## src/rtl/atce_pkg.sv

```systemverilog
// ----------------------------------------------------------------------------
// Instruction cycle estimator package
// Decode masks, condition codes, the decode record passed between pipeline
// stages, and the small helper functions used by the input capture and decode stages.
// ----------------------------------------------------------------------------
package atce_pkg;

   // Field widths.
   localparam int unsigned InstrWidth = 32;
   localparam int unsigned RsWidth    = 32;
   localparam int unsigned FlagsWidth = 4;
   localparam int unsigned CountWidth = 5;
   localparam int unsigned PopWidth   = 4;

   // 32-bit instruction decode masks and match patterns.
   localparam logic [31:0] BxMask      = 32'h0FFF_FFF0;
   localparam logic [31:0] BxMatch     = 32'h012F_FF10;
   localparam logic [31:0] MrsMask     = 32'h0FBF_0FFF;
   localparam logic [31:0] MrsMatch    = 32'h010F_0000;
   localparam logic [31:0] MsrRegMask  = 32'h0FB0_FFF0;
   localparam logic [31:0] MsrRegMatch = 32'h0120_F000;
   localparam logic [31:0] MsrImmMask  = 32'h0FB0_F000;
   localparam logic [31:0] MsrImmMatch = 32'h0320_F000;
   localparam logic [31:0] MulMask     = 32'h0FC0_00F0;
   localparam logic [31:0] MulMatch    = 32'h0000_0090;
   localparam logic [31:0] MullMask    = 32'h0F80_00F0;
   localparam logic [31:0] MullMatch   = 32'h0080_0090;
   localparam logic [31:0] SwpMask     = 32'h0FB0_0FF0;
   localparam logic [31:0] SwpMatch    = 32'h0100_0090;
   localparam logic [31:0] HalfMask    = 32'h0E00_0090;
   localparam logic [31:0] HalfMatch   = 32'h0000_0090;

   // Instruction classes selected by bits 27:26 of a 32-bit word.
   localparam logic [1:0] ClassDataProc = 2'b00;
   localparam logic [1:0] ClassSingleXf = 2'b01;
   localparam logic [1:0] ClassBlockXf  = 2'b10;

   // Register number of the program counter.
   localparam logic [3:0] RegPc = 4'hF;

   // Compressed-format prefixes.
   localparam logic [7:0] ThumbAddSp = 8'hB0;
   localparam logic [7:0] ThumbSwi   = 8'hDF;
   localparam logic [3:0] ThumbAluMul = 4'd13;

   // Condition codes.
   typedef enum logic [3:0] {
      COND_EQ = 4'd0,
      COND_NE = 4'd1,
      COND_CS = 4'd2,
      COND_CC = 4'd3,
      COND_MI = 4'd4,
      COND_PL = 4'd5,
      COND_VS = 4'd6,
      COND_VC = 4'd7,
      COND_HI = 4'd8,
      COND_LS = 4'd9,
      COND_GE = 4'd10,
      COND_LT = 4'd11,
      COND_GT = 4'd12,
      COND_LE = 4'd13,
      COND_AL = 4'd14,
      COND_NV = 4'd15
   } cond_type;

   // Decode record carried from the decode stage to the summing stage.
   typedef struct packed {
      logic [CountWidth-1:0] base;
      logic                  pop_lo_en;
      logic                  pop_hi_en;
      logic [PopWidth-1:0]   pop_lo;
      logic [PopWidth-1:0]   pop_hi;
   } dec_type;

   function automatic logic [2:0] mul_signed(input logic [RsWidth-1:0] r);
      logic [2:0] m;
      if (&r[31:8] || ~|r[31:8]) begin
         m = 3'd1;
      end else if (&r[31:16] || ~|r[31:16]) begin
         m = 3'd2;
      end else if (&r[31:24] || ~|r[31:24]) begin
         m = 3'd3;
      end else begin
         m = 3'd4;
      end
      return m;
   endfunction

   function automatic logic [2:0] mul_unsigned(input logic [RsWidth-1:0] r);
      logic [2:0] m;
      if (~|r[31:8]) begin
         m = 3'd1;
      end else if (~|r[31:16]) begin
         m = 3'd2;
      end else if (~|r[31:24]) begin
         m = 3'd3;
      end else begin
         m = 3'd4;
      end
      return m;
   endfunction

   function automatic logic [PopWidth-1:0] pop8(input logic [7:0] v);
      logic [PopWidth-1:0] n;
      n = '0;
      for (int i = 0; i < 8; i++) begin
         n = n + PopWidth'(v[i]);
      end
      return n;
   endfunction

   // Flags are N, Z, C, V in bits 3..0.
   function automatic logic cond_holds(input cond_type c, input logic [FlagsWidth-1:0] f);
      logic n, z, cy, v, ok;
      n  = f[3];
      z  = f[2];
      cy = f[1];
      v  = f[0];
      unique case (c)
         COND_EQ: ok = z;
         COND_NE: ok = !z;
         COND_CS: ok = cy;
         COND_CC: ok = !cy;
         COND_MI: ok = n;
         COND_PL: ok = !n;
         COND_VS: ok = v;
         COND_VC: ok = !v;
         COND_HI: ok = cy && !z;
         COND_LS: ok = !cy || z;
         COND_GE: ok = (n == v);
         COND_LT: ok = (n != v);
         COND_GT: ok = !z && (n == v);
         COND_LE: ok = z || (n != v);
         COND_AL: ok = 1'b1;
         COND_NV: ok = 1'b0;
         default: ok = 1'b0;
      endcase
      return ok;
   endfunction

endpackage

```

## src/rtl/arm_thumb_cycle_estimator_top.sv

```systemverilog
// ----------------------------------------------------------------------------
// Instruction cycle estimator
// Classifies one 32-bit or 16-bit compressed instruction per beat and returns
// the number of cycles it takes, sequential, non-sequential and internal
// cycles added together, with multiply early termination and branch
// conditions taken into account.
//
//   Channel   Ports                                   Handshake
//   request   req_mode, req_instr_word, req_rs_value, start high, busy low
//             req_flags_nzcv
//   response  rsp_cycle_count                         rsp_strobe, one cycle
//
// Three register stages: input capture with the early-termination and
// register-list counts, decode, count summation. A request accepted by the
// capture stage passes through the decode and summation registers, and
// rsp_strobe rises with its count once it reaches the summation register.
// One request is taken every cycle; busy is always low, as nothing downstream
// can hold a response off.
// Reset clears the stage valid bits, so no response follows a request that
// was in flight when reset was applied.
// ----------------------------------------------------------------------------
module arm_thumb_cycle_estimator_top (
   input  logic                                clock,
   input  logic                                reset,
   input  logic                                start,
   output logic                                busy,
   input  logic                                req_mode,
   input  logic [atce_pkg::InstrWidth-1:0]     req_instr_word,
   input  logic [atce_pkg::RsWidth-1:0]        req_rs_value,
   input  logic [atce_pkg::FlagsWidth-1:0]     req_flags_nzcv,
   output logic                                rsp_strobe,
   output logic [atce_pkg::CountWidth-1:0]     rsp_cycle_count
);

   // Stage 1: captured request with its precomputed counts.
   logic                             s1_valid_ff, s1_valid_in;
   logic                             s1_mode_ff;
   logic [atce_pkg::InstrWidth-1:0]  s1_instr_ff;
   logic [atce_pkg::FlagsWidth-1:0]  s1_flags_ff;
   logic [2:0]                       s1_ms_ff;
   logic [2:0]                       s1_mu_ff;
   logic [atce_pkg::PopWidth-1:0]    s1_pop_lo_ff;
   logic [atce_pkg::PopWidth-1:0]    s1_pop_hi_ff;

   // Stage 2: decode record.
   logic                             s2_valid_ff;
   atce_pkg::dec_type                s2_dec_ff, s2_dec_in;

   // Stage 3: final count.
   logic                             s3_valid_ff;
   logic [atce_pkg::CountWidth-1:0]  s3_count_ff, s3_count_in;

   assign busy        = 1'b0;
   assign s1_valid_in = start && !busy;

   always_ff @(posedge clock) begin
      if (reset) begin
         s1_valid_ff <= 1'b0;
         s2_valid_ff <= 1'b0;
         s3_valid_ff <= 1'b0;
      end else begin
         s1_valid_ff <= s1_valid_in;
         s2_valid_ff <= s1_valid_ff;
         s3_valid_ff <= s2_valid_ff;
      end
   end

   always_ff @(posedge clock) begin
      if (s1_valid_in) begin
         s1_mode_ff   <= req_mode;
         s1_instr_ff  <= req_instr_word;
         s1_flags_ff  <= req_flags_nzcv;
         s1_ms_ff     <= atce_pkg::mul_signed(req_rs_value);
         s1_mu_ff     <= atce_pkg::mul_unsigned(req_rs_value);
         s1_pop_lo_ff <= atce_pkg::pop8(req_instr_word[7:0]);
         s1_pop_hi_ff <= atce_pkg::pop8(req_instr_word[15:8]);
      end
      s2_dec_ff   <= s2_dec_in;
      s3_count_ff <= s3_count_in;
   end

   // Decode stage: class, fixed part of the count, register-list counts.
   always_comb begin
      logic [31:0] w;
      logic [15:0] h;
      logic [2:0]  ms;
      logic [2:0]  mu;
      logic        wload;
      logic        hload;
      logic        regsh;
      logic        test_op;
      logic        pc_dst;
      logic        extra;

      w       = s1_instr_ff;
      h       = s1_instr_ff[15:0];
      ms      = s1_ms_ff;
      mu      = s1_mu_ff;
      wload   = w[20];
      hload   = h[11];
      regsh   = !w[25] && w[4];
      // TST, TEQ, CMP and CMN never write a destination register.
      test_op = (w[24:23] == 2'b10);
      pc_dst  = !test_op && (w[15:12] == atce_pkg::RegPc);
      extra   = h[8];

      s2_dec_in.base      = 5'd1;
      s2_dec_in.pop_lo_en = 1'b0;
      s2_dec_in.pop_hi_en = 1'b0;
      s2_dec_in.pop_lo    = s1_pop_lo_ff;
      s2_dec_in.pop_hi    = s1_pop_hi_ff;

      if (!s1_mode_ff) begin
         priority if ((w & atce_pkg::BxMask) == atce_pkg::BxMatch) begin
            s2_dec_in.base = 5'd3;
         end else if ((w & atce_pkg::MrsMask) == atce_pkg::MrsMatch ||
                      (w & atce_pkg::MsrRegMask) == atce_pkg::MsrRegMatch ||
                      (w & atce_pkg::MsrImmMask) == atce_pkg::MsrImmMatch) begin
            s2_dec_in.base = 5'd1;
         end else if ((w & atce_pkg::MulMask) == atce_pkg::MulMatch) begin
            s2_dec_in.base = 5'd1 + 5'(ms) + 5'(w[21]);
         end else if ((w & atce_pkg::MullMask) == atce_pkg::MullMatch) begin
            s2_dec_in.base = 5'd2 + 5'(w[22] ? ms : mu) + 5'(w[21]);
         end else if ((w & atce_pkg::SwpMask) == atce_pkg::SwpMatch) begin
            s2_dec_in.base = 5'd4;
         end else if ((w & atce_pkg::HalfMask) == atce_pkg::HalfMatch) begin
            s2_dec_in.base = wload ? 5'd3 : 5'd2;
         end else if (w[27:26] == atce_pkg::ClassDataProc) begin
            s2_dec_in.base = 5'd1 + 5'(regsh) + (pc_dst ? 5'd2 : 5'd0);
         end else if (w[27:26] == atce_pkg::ClassSingleXf) begin
            if (w[25] && w[4]) begin
               s2_dec_in.base = 5'd3;
            end else if (!wload) begin
               s2_dec_in.base = 5'd2;
            end else begin
               s2_dec_in.base = (w[15:12] == atce_pkg::RegPc) ? 5'd5 : 5'd3;
            end
         end else if (w[27:26] == atce_pkg::ClassBlockXf) begin
            if (w[25]) begin
               s2_dec_in.base = 5'd3;
            end else begin
               // An empty store list costs one cycle, the same as n + 1.
               s2_dec_in.pop_lo_en = 1'b1;
               s2_dec_in.pop_hi_en = 1'b1;
               s2_dec_in.base      = wload ? (w[15] ? 5'd4 : 5'd2) : 5'd1;
            end
         end else begin
            s2_dec_in.base = 5'd3;
         end
      end else begin
         priority if (h[15:11] == 5'd3 || h[15:13] == 3'd0 || h[15:13] == 3'd1) begin
            s2_dec_in.base = 5'd1;
         end else if (h[15:10] == 6'h10) begin
            s2_dec_in.base = (h[9:6] == atce_pkg::ThumbAluMul) ? 5'd1 + 5'(ms) : 5'd1;
         end else if (h[15:10] == 6'h11) begin
            if (h[9:8] == 2'd3) begin
               s2_dec_in.base = 5'd3;
            end else if (h[9:8] == 2'd1) begin
               s2_dec_in.base = 5'd1;
            end else begin
               // High-register ADD or MOV into the program counter.
               s2_dec_in.base = (h[7] && h[2:0] == 3'd7) ? 5'd3 : 5'd1;
            end
         end else if (h[15:11] == 5'd9) begin
            s2_dec_in.base = 5'd3;
         end else if (h[15:12] == 4'd5 || h[15:13] == 3'd3 ||
                      h[15:12] == 4'd8 || h[15:12] == 4'd9) begin
            s2_dec_in.base = hload ? 5'd3 : 5'd2;
         end else if (h[15:12] == 4'd10 || h[15:8] == atce_pkg::ThumbAddSp) begin
            s2_dec_in.base = 5'd1;
         end else if (h[15:12] == 4'd11 && h[10:9] == 2'd2) begin
            // The extra register counts in the list; a POP of it costs two more.
            s2_dec_in.pop_lo_en = 1'b1;
            s2_dec_in.base      = hload ? (extra ? 5'd5 : 5'd2) : (extra ? 5'd2 : 5'd1);
         end else if (h[15:12] == 4'd12) begin
            s2_dec_in.pop_lo_en = 1'b1;
            s2_dec_in.base      = hload ? 5'd2 : 5'd1;
         end else if (h[15:8] == atce_pkg::ThumbSwi) begin
            s2_dec_in.base = 5'd3;
         end else if (h[15:12] == 4'd13) begin
            s2_dec_in.base = atce_pkg::cond_holds(atce_pkg::cond_type'(h[11:8]),
                                                  s1_flags_ff) ? 5'd3 : 5'd1;
         end else if (h[15:11] == 5'h1C) begin
            s2_dec_in.base = 5'd3;
         end else if (h[15:12] == 4'd15) begin
            s2_dec_in.base = hload ? 5'd3 : 5'd1;
         end else begin
            s2_dec_in.base = 5'd1;
         end
      end
   end

   // Summing stage.
   always_comb begin
      s3_count_in = s2_dec_ff.base
                  + (s2_dec_ff.pop_lo_en ? 5'(s2_dec_ff.pop_lo) : 5'd0)
                  + (s2_dec_ff.pop_hi_en ? 5'(s2_dec_ff.pop_hi) : 5'd0);
   end

   assign rsp_strobe      = s3_valid_ff;
   assign rsp_cycle_count = s3_count_ff;

   a_latency: assert property (@(posedge clock) disable iff (reset)
      (start && !busy) |-> ##3 rsp_strobe)
      else $error("accepted request produced no response after three cycles");

   a_no_spurious: assert property (@(posedge clock) disable iff (reset)
      rsp_strobe |-> $past(start, 3))
      else $error("response without a matching request");

   a_range: assert property (@(posedge clock) disable iff (reset)
      rsp_strobe |-> (rsp_cycle_count >= 5'd1 && rsp_cycle_count <= 5'd20))
      else $error("cycle count out of range");

   a_base_nonzero: assert property (@(posedge clock) disable iff (reset)
      s2_valid_ff |-> (s2_dec_ff.base != 5'd0))
      else $error("decode produced a zero base count");

endmodule
```

## config.mk

```make
export PLATFORM = sky130hd
export DESIGN_NAME = arm_thumb_cycle_estimator_top
export DESIGN_NICKNAME = d
export VERILOG_FILES = /design/src/rtl/atce_pkg.sv /design/src/rtl/arm_thumb_cycle_estimator_top.sv
export SDC_FILE = /design/constraint.sdc
export NUM_CORES = 1
export LEC_CHECK = 0
export BUFFER_PORTS_ARGS = -buffer_cell sky130_fd_sc_hd__buf_2
export CAP_MARGIN = 20
export CELL_PAD_IN_SITES_DETAIL_PLACEMENT = 1
export CELL_PAD_IN_SITES_GLOBAL_PLACEMENT = 2
export CORE_ASPECT_RATIO = 0.6
export CORE_MARGIN = 4
export CORE_UTILIZATION = 35
export DETAILED_ROUTE_END_ITERATION = 8
export GPL_ROUTABILITY_DRIVEN = 0
export PLACE_DENSITY = 0.81
export SLEW_MARGIN = 20
export SYNTH_ARGS = -nofsm -noshare
export SYNTH_HDL_FRONTEND = slang
export SYNTH_SLANG_ARGS = --single-unit
```

## constraint.sdc

```tcl
create_clock -name clock -period 3.3 [get_ports clock]
set_input_delay 0.33 -clock clock [delete_from_list [all_inputs] [get_ports clock]]
set_output_delay 0.33 -clock clock [all_outputs]
set_load 0.02 [all_outputs]
```

==> out/qor.log <==
[timing] final setup violation count 0
[timing] clock skew 0.00473 ns
[drt] DRC viols 0
[worst_setup_path] buffers and inverters on the worst path 5
[min_path] worst hold start req_instr_word[18]
[pwr] Lkg Pwr 1.84 nW
[drt] first-pass iteration count of the detailed router 4
[place] quantity of I/O buffers inserted on ports 65
[min_path] hold endpoint s1_instr_ff[18]$_DFFE_PP_
[worst_setup_path] arrival time of the worst setup path 2.78 ns
[clock_network] clock transition time at the flip-flop clock pins of the worst setup and hold paths 0.06 ns
[global_routing] largest net degree at the start of global routing 49
[global_routing] number of global-route vias before repair 2983
[timing] period utilisation layout 0.814
[pwr] combinational group share of total power 0.144
[min_path] number of instances on the worst hold path 1
[timing] post-route setup TNS 0 ns
[pwr] proportion of power drawn by the clock network 0.403
[floorplan] die footprint 0.0126 sq mm
[pwr] Max IR drop VDD 0.000265 V
[worst_setup_path] cell type of the slowest stage on the worst timing path sky130_fd_sc_hd__fa_1
[drt] WL final 9.28 mm
[pwr] register share of total power 0.453
[cells_and_area] final instance area 0.00452 sq mm
[worst_setup_path] Largest delay share family, worst path adder cells
[place] post-placement cell area 0.00421 sq mm
[synthesis] Seq/Total Area, Yosys 0.494
[synthesis] area fraction in compound gates after synthesis 0.114
[synthesis] post-synthesis share of cell area spent on and, or, nand and nor gates 0.174
[floorplan] effective utilization at floorplan 0.359
[worst_setup_path] cell breakdown of the critical path buf_2 -> fa_1 -> inv_1 -> fa_1 -> fa_1 -> inv_1 -> ha_1 -> inv_1 -> fa_1 -> inv_1
[synthesis] Post-Synthesis Net Count 444
[worst_setup_path] r2r startpoint s1_instr_ff[11]$_DFFE_PP_
[global_routing] first-pass GRT wire length 15.4 mm
[timing] maximum frequency from static timing analysis 372 MHz
[clock_network] post-cts gate resize count 0
[pwr] Internal 0.00189 W
[drt] average wire length per cell after detail routing 16.9 microns
[synthesis] synthesized-area fraction occupied by xor and xnor cells 0.0254
[worst_setup_path] type of destination of the critical path flop
[place] DP Wirelength 7.05 mm
[synthesis] yosys warns 0
[floorplan] floorplan die height 88.6 microns
[pwr] net switching power 0.000659 W
[clock_network] Root Buffer Master sky130_fd_sc_hd__clkbuf_16
[pwr] Net Sw Frac 0.259
[synthesis] Synth area leaders sky130_fd_sc_hd__edfxtp_1 37%, sky130_fd_sc_hd__dfxtp_1 12%, sky130_fd_sc_hd__fa_1 6.9%
[clock_network] total number of clock tree sinks 70
[synthesis] per-instance average area after synthesis 11.0 sq um
[clock_network] count of buffers added by post-CTS timing repair for setup 0
[synthesis] Post-synth EDFFs 47
[timing] number of hold violations in the final report 0
[drt] violation count after the first detailed-route iteration 152
[synthesis] synth unique cells 61
[global_routing] total global routing track utilization 0.159
[floorplan] Row Count 29
[synthesis] main combinational cell family by area after synthesis simple AND/OR/NAND/NOR gates
[worst_setup_path] Worst EP required 3.40 ns
[cells_and_area] count of placed standard cells in the final layout, fillers left out 549
[synthesis] synthesized area 0.00379 sq mm
[place] number of placed instances with taps included 533
[timing] RSZ-0062 raised after global routing no
[global_routing] leftover overflow at the end of global routing 0
[timing] actual transition at the worst max-transition pin 0.627 ns
[worst_setup_path] worst setup path category input port to flop
[synthesis] portion of netlist area occupied by mux cells 0.0112
[cells_and_area] post-layout util 0.428
[worst_setup_path] highest net fanout along the worst path 2
[cells_and_area] number of nets at the end of the flow 506
[clock_network] insertion delay of the later-clocked pin in the worst-skew pair 0.34 ns
[min_path] class of the worst hold path input port to flop
[drt] post-detailed-route via-to-cell ratio 5.21
[cells_and_area] fraction of final layout cells with drive strength greater than 1 0.224
[floorplan] DIE WIDTH 142 microns
[synthesis] most common library cells after synthesis 47 x sky130_fd_sc_hd__edfxtp_1, 37 x sky130_fd_sc_hd__inv_1, 23 x sky130_fd_sc_hd__dfxtp_1
[drt] vias after detailed routing 2860
[global_routing] initial antenna violation count 0
[pwr] cell area power density 563 mW/mm^2
[flow_run] number of violations of the max-capacitance limit 0
[cells_and_area] total inserted antenna cells 0
[clock_network] CTS tree yes
[synthesis] number of standard cells after synthesis 343
[floorplan] top-level I/O count 79
[worst_setup_path] type of element launching the critical path input port
[synthesis] ys async rst share 0
[timing] Slew Limit Headroom 0.582
[clock_network] number of CTS-inserted buffers 9
[worst_setup_path] maximum cell stage delay along the critical path 0.55 ns
[synthesis] share of Yosys cell area claimed by the top area cell type 0.372
[timing] max-slew violation total from the final report 0
[synthesis] post-synthesis register bit count 70
[worst_setup_path] slack of the worst reg-to-reg path 0.68 ns
[clock_network] hold buffers post-CTS 0
[synthesis] Synth Area in Adders 0.121
[cells_and_area] synth-to-layout area growth 19.3%
[synthesis] most common flop cell mapped by yosys sky130_fd_sc_hd__edfxtp_1
[drt] post-route ant nets 0
[clock_network] Clock Path Buffers 2
[synthesis] cell type with the largest total area after synthesis sky130_fd_sc_hd__edfxtp_1
[worst_setup_path] worst r2r dst s2_dec_ff[11]$_DFF_P_
[floorplan] core region area 0.0106 sq mm
[worst_setup_path] worst reg2reg path depth 5
[timing] minimum clock period 2.69 ns
[synthesis] most used standard cell by instance count after synthesis sky130_fd_sc_hd__edfxtp_1
[clock_network] H-tree levels 3
[worst_setup_path] Worst setup startpoint req_instr_word[8]
[run_status] status completed
[stage by stage]
step | hold slack (ns) | power [W] | setup WS [ns]
5_1_grt | 0.149 | 0.00268 | 0.486
3_3_place_gp | 0.328 | 0.00152 | 0.343
6_report | 0.165 | 0.00255 | 0.614
2_1_floorplan | 0.323 | 0.00138 | 0.498
4_1_cts | 0.150 | 0.00258 | 0.593
3_5_place_dp | 0.329 | 0.00154 | 0.239
[state kept, by name, summed over array words and instances, names as in the netlist]
signal,flops
s1_instr_ff,28
s1_pop_lo_ff,4
rsp_strobe,1
rsp_cycle_count,5
s1_ms_ff,3
s1_flags_ff,4
s2_valid_ff,1
s1_pop_hi_ff,4
s1_mode_ff,1
s2_dec_ff,15
s1_mu_ff,3
s1_valid_ff,1
[worst max path at each step]
stage	to	slack, ns	cells past startpoint
2_1_floorplan	s1_pop_lo_ff[2]$_DFFE_PP_	0.50	8
3_3_place_gp	s1_pop_lo_ff[2]$_DFFE_PP_	0.34	9
3_5_place_dp	s1_pop_hi_ff[2]$_DFFE_PP_	0.24	10
4_1_cts	s1_pop_hi_ff[2]$_DFFE_PP_	0.59	10
5_1_grt	s1_pop_hi_ff[1]$_DFFE_PP_	0.49	10
6_report	s1_pop_hi_ff[1]$_DFFE_PP_	0.61	10
[kinds of logic after synthesis]
logic type / after synthesis
AND/OR/NAND/NOR: 113
flip-flops: 70
AO/OA/AOI/OAI: 64
buffers and inverters: 51
adder cells (fa/ha/maj): 29
XOR/XNOR: 11
multiplexers: 4
other: 1
[area by class of cell]
| cell class | instances | area (sq um) |
|---|---|---|
| sequential | 70 | 1870 |
| clock buffer | 10 | 229 |
| clock inverter | 6 | 86.3 |
| timing repair buffer | 65 | 328 |
| multi-input combinational | 222 | 1700 |
| inverter | 37 | 139 |
| tap | 139 | 174 |
| fill | 1150 | 6040 |
[power by group through the flow]
stage / combinational, W / sequential (W) / clock, W
final: 0.000366 / 0.00115 / 0.00103
after global routing: 0.000423 / 0.00117 / 0.00109
after CTS: 0.000373 / 0.00116 / 0.00105
after detailed placement: 0.000368 / 0.00117 / 0
after global placement: 0.000347 / 0.00117 / 0
after floorplan: 0.000241 / 0.00114 / 0
[routing by layer]
metal  vias up  wire, microns  share of wire  GRT usage
met2        63           4160           0.45      0.245
met5         -              0              0          0
met3         9            523          0.056     0.0524
li1       1381              -              -          -
met4         0             93          0.010     0.0414
met1      1407           4510           0.49      0.218
[layout by cell type (no fill, tap or decap), types with 3 or more instances in the layout]
cell type / n
sky130_fd_sc_hd__buf_2: 64
sky130_fd_sc_hd__edfxtp_1: 47
sky130_fd_sc_hd__inv_1: 37
sky130_fd_sc_hd__dfxtp_1: 23
sky130_fd_sc_hd__a21oi_1: 18
sky130_fd_sc_hd__nor2_1: 18
sky130_fd_sc_hd__nand2_1: 16
sky130_fd_sc_hd__ha_1: 16
sky130_fd_sc_hd__fa_1: 13
sky130_fd_sc_hd__nand4_1: 12
sky130_fd_sc_hd__o21ai_0: 10
sky130_fd_sc_hd__nor4_1: 10
sky130_fd_sc_hd__nor2b_1: 9
sky130_fd_sc_hd__clkbuf_16: 9
sky130_fd_sc_hd__nor3_1: 7
sky130_fd_sc_hd__and2_1: 6
sky130_fd_sc_hd__xnor2_1: 6
sky130_fd_sc_hd__xor2_1: 5
sky130_fd_sc_hd__nand3b_1: 5
sky130_fd_sc_hd__a211oi_1: 5
sky130_fd_sc_hd__nand3_1: 5
sky130_fd_sc_hd__a31oi_1: 4
sky130_fd_sc_hd__or4_1: 4
sky130_fd_sc_hd__o32ai_1: 3
sky130_fd_sc_hd__nand2b_1: 3
sky130_fd_sc_hd__or2_2: 3
sky130_fd_sc_hd__nor4b_1: 3
sky130_fd_sc_hd__a2111oi_0: 3
Power figures use the tool's default switching activity.
